==> src/hw/rtl/pllfrw_pkg.sv <==
// shared types, constants and register word assembly for the pll register word unit
package pllfrw_pkg;

  localparam int unsigned WORD_COUNT = 14;

  // register number of the first word of a run
  localparam logic [3:0] FIRST_REG = 4'd13;
  localparam logic [3:0] LAST_REG  = 4'd0;

  // valid frequency window and divider breakpoints in MHz
  localparam logic [12:0] FREQ_LOW   = 13'd850;
  localparam logic [12:0] FREQ_HIGH  = 13'd6800;
  localparam logic [12:0] DIV4_BELOW = 13'd1700;
  localparam logic [12:0] DIV2_BELOW = 13'd3400;

  // output divider codes written into R6
  localparam logic [1:0] DIV_CODE_1 = 2'd0;
  localparam logic [1:0] DIV_CODE_2 = 2'd1;
  localparam logic [1:0] DIV_CODE_4 = 2'd2;

  // 1638400 = 25 * 2^16, so N * 2^24 = (f * div * 25) * 2^16 / 3
  localparam logic [4:0]  SCALE_ODD   = 5'd25;
  // divide by three: a = (q * RECIP_3) >> RECIP_SHIFT, exact for q < 2^19
  localparam logic [18:0] RECIP_3     = 19'd349526;
  localparam int unsigned RECIP_SHIFT = 20;
  // floor(r * 2^16 / 3) for remainders one and two
  localparam logic [15:0] THIRD_ONE   = 16'd21845;
  localparam logic [15:0] THIRD_TWO   = 16'd43690;

  localparam logic [31:0] R6_DIV_MASK  = 32'h00E0_0000;
  localparam logic [31:0] R0_INT_MASK  = 32'h000F_FFF0;
  localparam logic [31:0] R1_FRAC_MASK = 32'h0FFF_FFF0;

  // fixed register words, indexed by register number
  localparam logic [31:0] BASE_WORDS [WORD_COUNT] = '{
    32'h0030_0820, // R0
    32'h0355_5551, // R1
    32'h0000_0012, // R2
    32'h0000_0003, // R3
    32'h3201_0B84, // R4
    32'h0080_0025, // R5
    32'h3501_8466, // R6
    32'h0600_00E7, // R7
    32'h1559_6568, // R8
    32'h140D_3CC9, // R9
    32'h00C0_137A, // R10
    32'h0061_200B, // R11
    32'h0000_15FC, // R12
    32'h0000_000D  // R13
  };

  // per-request settings computed by the arithmetic pipeline
  typedef struct packed {
    logic [15:0] int_part;
    logic [23:0] frac_part;
    logic [1:0]  div_code;
    logic        range_bad;
  } pllfrw_calc_t;

  // assemble one register word from the request settings
  function automatic logic [31:0] make_word(input logic [3:0] reg_num,
                                            input pllfrw_calc_t c);
    logic [31:0] w;
    w = BASE_WORDS[reg_num];
    case (reg_num)
      4'd0:    w = (w & ~R0_INT_MASK) | {12'd0, c.int_part, 4'd0};
      4'd1:    w = (w & ~R1_FRAC_MASK) | {4'd0, c.frac_part, 4'd0};
      4'd6:    w = (w & ~R6_DIV_MASK) | {8'd0, 1'b0, c.div_code, 21'd0};
      default: w = w;
    endcase
    return w;
  endfunction

endpackage

==> src/hw/rtl/pllfrw_calc.sv <==
// four-stage pipeline computing divider code and fixed-point integer/fraction of N
module pllfrw_calc (
  input  logic                   clk,
  input  logic                   rst,
  input  logic                   in_valid,
  output logic                   in_stall,
  input  logic [12:0]            frequency_mhz,
  output logic                   res_valid,
  input  logic                   res_take,
  output pllfrw_pkg::pllfrw_calc_t res
);
  import pllfrw_pkg::*;

  // stage 1: divider select and range check
  logic        s1_valid;
  logic [12:0] s1_m;
  logic [1:0]  s1_code;
  logic        s1_bad;
  // stage 2: odd part of the scale factor
  logic        s2_valid;
  logic [17:0] s2_q;
  logic [1:0]  s2_code;
  logic        s2_bad;
  // stage 3: reciprocal product for the divide by three
  logic        s3_valid;
  logic [17:0] s3_q;
  logic [36:0] s3_prod;
  logic [1:0]  s3_code;
  logic        s3_bad;
  // stage 4: quotient, remainder fraction and final fields
  logic        s4_valid;
  pllfrw_calc_t s4_res;

  logic s1_ready, s2_ready, s3_ready, s4_ready;

  logic [12:0] m_next;
  logic [1:0]  code_next;
  logic [16:0] quot;
  logic [17:0] rem_full;
  logic [15:0] third_low;
  logic [32:0] scaled;

  // backpressure chain, a stage moves when the one after it frees up
  assign s4_ready = !s4_valid || res_take;
  assign s3_ready = !s3_valid || s4_ready;
  assign s2_ready = !s2_valid || s3_ready;
  assign s1_ready = !s1_valid || s2_ready;
  assign in_stall = !s1_ready;

  assign res_valid = s4_valid;
  assign res       = s4_res;

  // divider choice, f times divider never exceeds 13 bits
  always_comb begin
    if (frequency_mhz < DIV4_BELOW) begin
      code_next = DIV_CODE_4;
      m_next    = {frequency_mhz[10:0], 2'b00};
    end else if (frequency_mhz < DIV2_BELOW) begin
      code_next = DIV_CODE_2;
      m_next    = {frequency_mhz[11:0], 1'b0};
    end else begin
      code_next = DIV_CODE_1;
      m_next    = frequency_mhz;
    end
  end

  // quotient and remainder of q by three, then P = a * 2^16 + floor(r * 2^16 / 3)
  always_comb begin
    quot     = s3_prod[RECIP_SHIFT +: 17];
    rem_full = s3_q - 18'(quot * 18'd3);
    case (rem_full[1:0])
      2'd1:    third_low = THIRD_ONE;
      2'd2:    third_low = THIRD_TWO;
      default: third_low = 16'd0;
    endcase
    scaled = {quot, third_low};
  end

  // valid bits
  always_ff @(posedge clk) begin
    if (rst) begin
      s1_valid <= 1'b0;
      s2_valid <= 1'b0;
      s3_valid <= 1'b0;
      s4_valid <= 1'b0;
    end else begin
      if (s1_ready) s1_valid <= in_valid;
      if (s2_ready) s2_valid <= s1_valid;
      if (s3_ready) s3_valid <= s2_valid;
      if (s4_ready) s4_valid <= s3_valid;
    end
  end

  // stage payloads
  always_ff @(posedge clk) begin
    if (s1_ready && in_valid) begin
      s1_m    <= m_next;
      s1_code <= code_next;
      s1_bad  <= (frequency_mhz < FREQ_LOW) || (frequency_mhz > FREQ_HIGH);
    end
    if (s2_ready && s1_valid) begin
      s2_q    <= 18'(s1_m * SCALE_ODD);
      s2_code <= s1_code;
      s2_bad  <= s1_bad;
    end
    if (s3_ready && s2_valid) begin
      s3_q    <= s2_q;
      s3_prod <= 37'(s2_q * RECIP_3);
      s3_code <= s2_code;
      s3_bad  <= s2_bad;
    end
    if (s4_ready && s3_valid) begin
      s4_res.int_part  <= {7'd0, scaled[32:24]};
      s4_res.frac_part <= scaled[23:0];
      s4_res.div_code  <= s3_code;
      s4_res.range_bad <= s3_bad;
    end
  end

endmodule

==> src/hw/rtl/pll_frequency_register_words_unit.sv <==
// top level: frequency request in, fourteen synthesizer register words out
//
// Input channel: one frequency_mhz per transfer (in_valid / in_stall).
// Output channel: one register word per transfer (out_valid / out_stall),
// register_number counts 13 down to 0, last_word marks register 0 and
// range_error is set on all fourteen words when the frequency is below 850
// or above 6800 MHz. Words are still computed for such frequencies.
// The first word of a request is shown once the request has passed the
// four-stage arithmetic pipeline and been loaded into the held settings.
// Throughput: one word per cycle while out_stall is low; the word sequencer
// starts the next request in the cycle after register 0 is taken, and up to
// four more requests wait in the pipeline meanwhile.
// When the receiver stalls the current word holds and the pipeline fills,
// then in_stall rises; nothing is lost or repeated.
// Reset (rst, synchronous) empties the pipeline and the sequencer.
module pll_frequency_register_words_unit (
  input  logic        clk,
  input  logic        rst,
  input  logic        in_valid,
  output logic        in_stall,
  input  logic [12:0] frequency_mhz,
  output logic        out_valid,
  input  logic        out_stall,
  output logic [31:0] register_word,
  output logic [3:0]  register_number,
  output logic        last_word,
  output logic        range_error
);
  import pllfrw_pkg::*;

  logic         calc_valid;
  logic         calc_take;
  pllfrw_calc_t calc_res;

  // sequencer registers
  logic         active;
  logic [3:0]   reg_num;
  pllfrw_calc_t held;

  logic         at_last;

  pllfrw_calc u_calc (
    .clk          (clk),
    .rst          (rst),
    .in_valid     (in_valid),
    .in_stall     (in_stall),
    .frequency_mhz(frequency_mhz),
    .res_valid    (calc_valid),
    .res_take     (calc_take),
    .res          (calc_res)
  );

  // a new request loads when idle or when register 0 leaves this cycle
  assign at_last   = (reg_num == LAST_REG);
  assign calc_take = calc_valid && (!active || (at_last && !out_stall));

  // word sequencer
  always_ff @(posedge clk) begin
    if (rst) begin
      active  <= 1'b0;
      reg_num <= FIRST_REG;
    end else if (calc_take) begin
      active  <= 1'b1;
      reg_num <= FIRST_REG;
    end else if (active && !out_stall) begin
      if (at_last) begin
        active <= 1'b0;
      end else begin
        reg_num <= reg_num - 4'd1;
      end
    end
  end

  // request settings held for the whole run
  always_ff @(posedge clk) begin
    if (calc_take) begin
      held <= calc_res;
    end
  end

  // output word assembly from held settings
  assign out_valid       = active;
  assign register_number = reg_num;
  assign register_word   = make_word(reg_num, held);
  assign last_word       = at_last;
  assign range_error     = held.range_bad;

endmodule

==> config.mk <==
export PLATFORM = sky130hd
export DESIGN_NAME = pll_frequency_register_words_unit
export DESIGN_NICKNAME = d
export VERILOG_FILES = /design/src/hw/rtl/pllfrw_pkg.sv /design/src/hw/rtl/pllfrw_calc.sv /design/src/hw/rtl/pll_frequency_register_words_unit.sv
export SDC_FILE = /design/constraint.sdc
export NUM_CORES = 1
export LEC_CHECK = 0
export BUFFER_PORTS_ARGS = -buffer_cell sky130_fd_sc_hd__buf_2
export CELL_PAD_IN_SITES_DETAIL_PLACEMENT = 0
export CELL_PAD_IN_SITES_GLOBAL_PLACEMENT = 2
export CORE_AREA = 3 3 196 150
export CTS_CLUSTER_DIAMETER = 50
export DETAILED_ROUTE_END_ITERATION = 10
export DIE_AREA = 0 0 199 153
export GPL_TIMING_DRIVEN = 0
export HOLD_SLACK_MARGIN = 0.06
export PLACE_DENSITY = 0.86
export SYNTH_ARGS = -nofsm -noshare
export SYNTH_HDL_FRONTEND = slang
export SYNTH_SLANG_ARGS = --single-unit
==> constraint.sdc <==
create_clock -name clk -period 7.53 [get_ports clk]
set_clock_uncertainty 0.1 [all_clocks]
set_input_delay 0.3765 -clock clk [delete_from_list [all_inputs] [get_ports clk]]
set_output_delay 0.3765 -clock clk [all_outputs]
set_load 0.05 [all_outputs]
==> reports/metrics.yaml <==
status:
  status: "complete, no violations"
clock_tree:
  cts_hold_buf: 0
  cts.sinks: 112
  cts.path.max_buffers: 2
  clock_latency_ps: 360
  numCtsBuffers: 9
  cts_tree: "done"
  clockRootBuffer: "clkbuf_16"
  clk_pin_slew_ps: 80
  ctsResizeCount: 0
  htree_num_levels: 3
  cts_setup_buffers: 0
routing:
  drt-initial-drc-count: 420
  post_drt_wl_per_cell_um: 15.3
  vias: 7641
  drc: 0
  drt_wl_total_um: 23500
  via_per_inst: 4.96
  ant_nets: 0
  firstDrtPassIters: 5
sta:
  rsz0062_at_grt: "no"
  tightest_slew_ps: 880
  slew_violations: 0
  fin_setup_tns_ps: 0
  slew_headroom_pct: 41.4
  setup_viol: 0
  min_period_ps: 6480
  post-route-period-util_pct: 86.0
  fmax_mhz: 154
  layout_setup_ws_ps: 1050
  hold_violations: 0
critical_path:
  worst_path_dominant_cell_family: "adder cells"
  required_ps: 7530
  crit_type: "flip-flop to flip-flop"
  worstPathCellList: "ha_1, xor2_1, ha_1, a21oi_1, fa_1, inv_1, fa_1, fa_1, inv_1, fa_1, inv_1, ha_1, and3_1, o311ai_0, a31oi_2, a2111oi_2, o31ai_1, xor2_1"
  max_stage_delay_ps: 650
  end_kind: "flip-flop"
  crit_top_cell: "fa_1"
  rrSetupSlack_ps: 1050
  cp_max_fo: 8
  arrival_ps: 6480
  critPathLaunchType: "flip-flop"
  worst-path-buf-inv: 3
  cpMaxStageDelayCell: "a2111oi_2"
cells_and_area:
  layout-drive-gt1-share_pct: 8.54
  fill_cells: 2665
  utilization_pct: 45.8
  layout.cells.non_filler: 1539
  finalNetCount: 1522
  area_growth_pct: 9.61
  antenna_cells: 0
synth:
  syn_area_per_cell_um2: 10.5
  synth_top_area_cell: "edfxtp_1"
  yosys-top-cells-count: "284 x inv_1, 212 x ha_1, 116 x fa_1"
  synthTopCellsByArea: "edfxtp_1 27%, ha_1 23%, fa_1 20%"
  synth_most_common_cell: "inv_1"
  synth.distinct_cells: 58
  synth_edf_count: 103
  yosysSeqAreaShare_pct: 28.2
  yosysTopAreaCellShare_pct: 26.7
  ys_ff_latch: 112
  ys.flop_type: "edfxtp_1"
  async_flop_share_pct: 0
  yosys_warnings: 0
  syn_inst: 1108
  syn_area_um2: 11600
placement:
  gp_congestion: 0.909
  port_buffers: 53
  place_ws_ps: 1100
  dp_hpwl_um: 20300
  dpl.cell_count: 1523
floorplan:
  fp.dieArea_um2: 30400
  core_um2: 27800
  std_cell_rows: 53
  io_pins: 57
  start_util_pct: 41.7
  die_w_um: 199
  die_h_um: 153
global_route:
  grt_max_degree: 21
  antenna_found_initial: 0
  grt_overflow: 0
  grt_pass1_wl_um: 39300
  first_global_vias: 7649
  track_usage_pct: 16.3
hold_path:
  min_path_type: "input port to flip-flop"
flow_run:
  drv_cap: 0
## kinds of logic (layout without fill, tap and decap cells)
| group | Yosys count | after routing | share of synthesized area (%) |
|---|---|---|---|
| other | 1 | 2 | 0.0323 |
| and+or+nand+nor | 162 | 162 | 6.48 |
| DFF | 112 | 112 | 28.2 |
| muxes | 2 | 2 | 0.173 |
| buffers and inverters | 302 | 375 | 9.95 |
| xor gates and xnor gates | 37 | 37 | 2.79 |
| AOI/OAI and AO/OA | 164 | 164 | 9.46 |
| adders and majority gates | 328 | 328 | 42.9 |
## layer usage
layer | share of wire (%) | routed length (µm) | track usage [%]
met3 | 5.5 | 1300 | 3.68
met4 | 1.0 | 234 | 2.71
met1 | 51 | 12000 | 24.9
met2 | 42 | 9930 | 24.1
met5 | 0 | 0 | 0
## path summary, 6_finish.rpt
check | startpoint | end | cells after the start
worst max-delay path | u_calc.s2_q[1]$_DFFE_PP_ | u_calc.s3_prod[35]$_DFFE_PP_ | 18
worst min-delay path | in_valid | u_calc.s1_valid$_SDFFE_PP0N_ | 3
worst max register to register | u_calc.s2_q[1]$_DFFE_PP_ | u_calc.s3_prod[35]$_DFFE_PP_ | 18
worst min register to register | u_calc.s3_prod[31]$_DFFE_PP_ | u_calc.res[30]$_DFFE_PP_ | 0
## layout make-up
class	instances	area [µm²]	share of cell area, %
sequential	112	3270	25.7
buffer	17	83.8	0.659
clock buffer	9	225	1.77
tap	357	447	3.51
multi-input combinational	695	7190	56.6
timing repair buffer	57	334	2.63
clock inverter	7	86.3	0.679
inverter	285	1070	8.41
## worst reg2reg max path: stages, from the launching register on
cell and delay [ps]:
edfxtp_1 620, ha_1 460, xor2_1 230, ha_1 230, a21oi_1 470, fa_1 510
inv_1 90, fa_1 410, fa_1 540, inv_1 50, fa_1 530, inv_1 50
ha_1 350, and3_1 240, o311ai_0 170, a31oi_2 180, a2111oi_2 660, o31ai_1 170
xor2_1 160
## cell usage in the layout (no fill, tap or decap), types with 5 or more instances in the layout
| cell type | synthesis | layout |
|---|---|---|
| a211o_1 | 5 | 5 |
| a21o_1 | 13 | 13 |
| nand2b_1 | 6 | 6 |
| buf_2 | 1 | 54 |
| buf_4 | 5 | 5 |
| o211ai_1 | 9 | 9 |
| edfxtp_1 | 103 | 103 |
| ha_1 | 212 | 212 |
| a21oi_1 | 40 | 39 |
| xor2_1 | 13 | 13 |
| and3_1 | 9 | 9 |
| o21ai_0 | 32 | 32 |
| xnor2_1 | 24 | 24 |
| nor2b_1 | 7 | 5 |
| nand3_1 | 13 | 13 |
| nand2_1 | 64 | 64 |
| inv_1 | 284 | 284 |
| clkbuf_1 | 10 | 10 |
| a22oi_1 | 14 | 14 |
| a31oi_1 | 7 | 6 |
| clkbuf_16 | 0 | 9 |
| and2_1 | 5 | 5 |
| dfxtp_1 | 9 | 9 |
| nor2_1 | 36 | 36 |
| fa_1 | 116 | 116 |
| or2_2 | 5 | 5 |
## state kept, by name (all words and copies together), names as in the netlist
signal,flops
u_calc.s2_bad,1
u_calc.s2_q,18
range_error,1
u_calc.s3_bad,1
u_calc.s3_valid,1
u_calc.s2_code,2
u_calc.res_valid,1
u_calc.s3_q,2
u_calc.s1_m,13
u_calc.s1_bad,1
u_calc.s1_valid,1
u_calc.s3_prod,17
u_calc.s1_code,2
register_number,4
held,21
u_calc.res,22
out_valid,1
u_calc.s2_valid,1
u_calc.s3_code,2
## through the flow
stage	instance area, µm²	hold slack, ps
floorplan	11600	300
CTS	12700	175
detailed placement	12400	305
global route	12700	188
finish	12700	191
global placement	12300	302
Power is left out: the tool's default activity adds up to more than one toggle a clock period on the data nets, which glitch-free logic cannot reach.
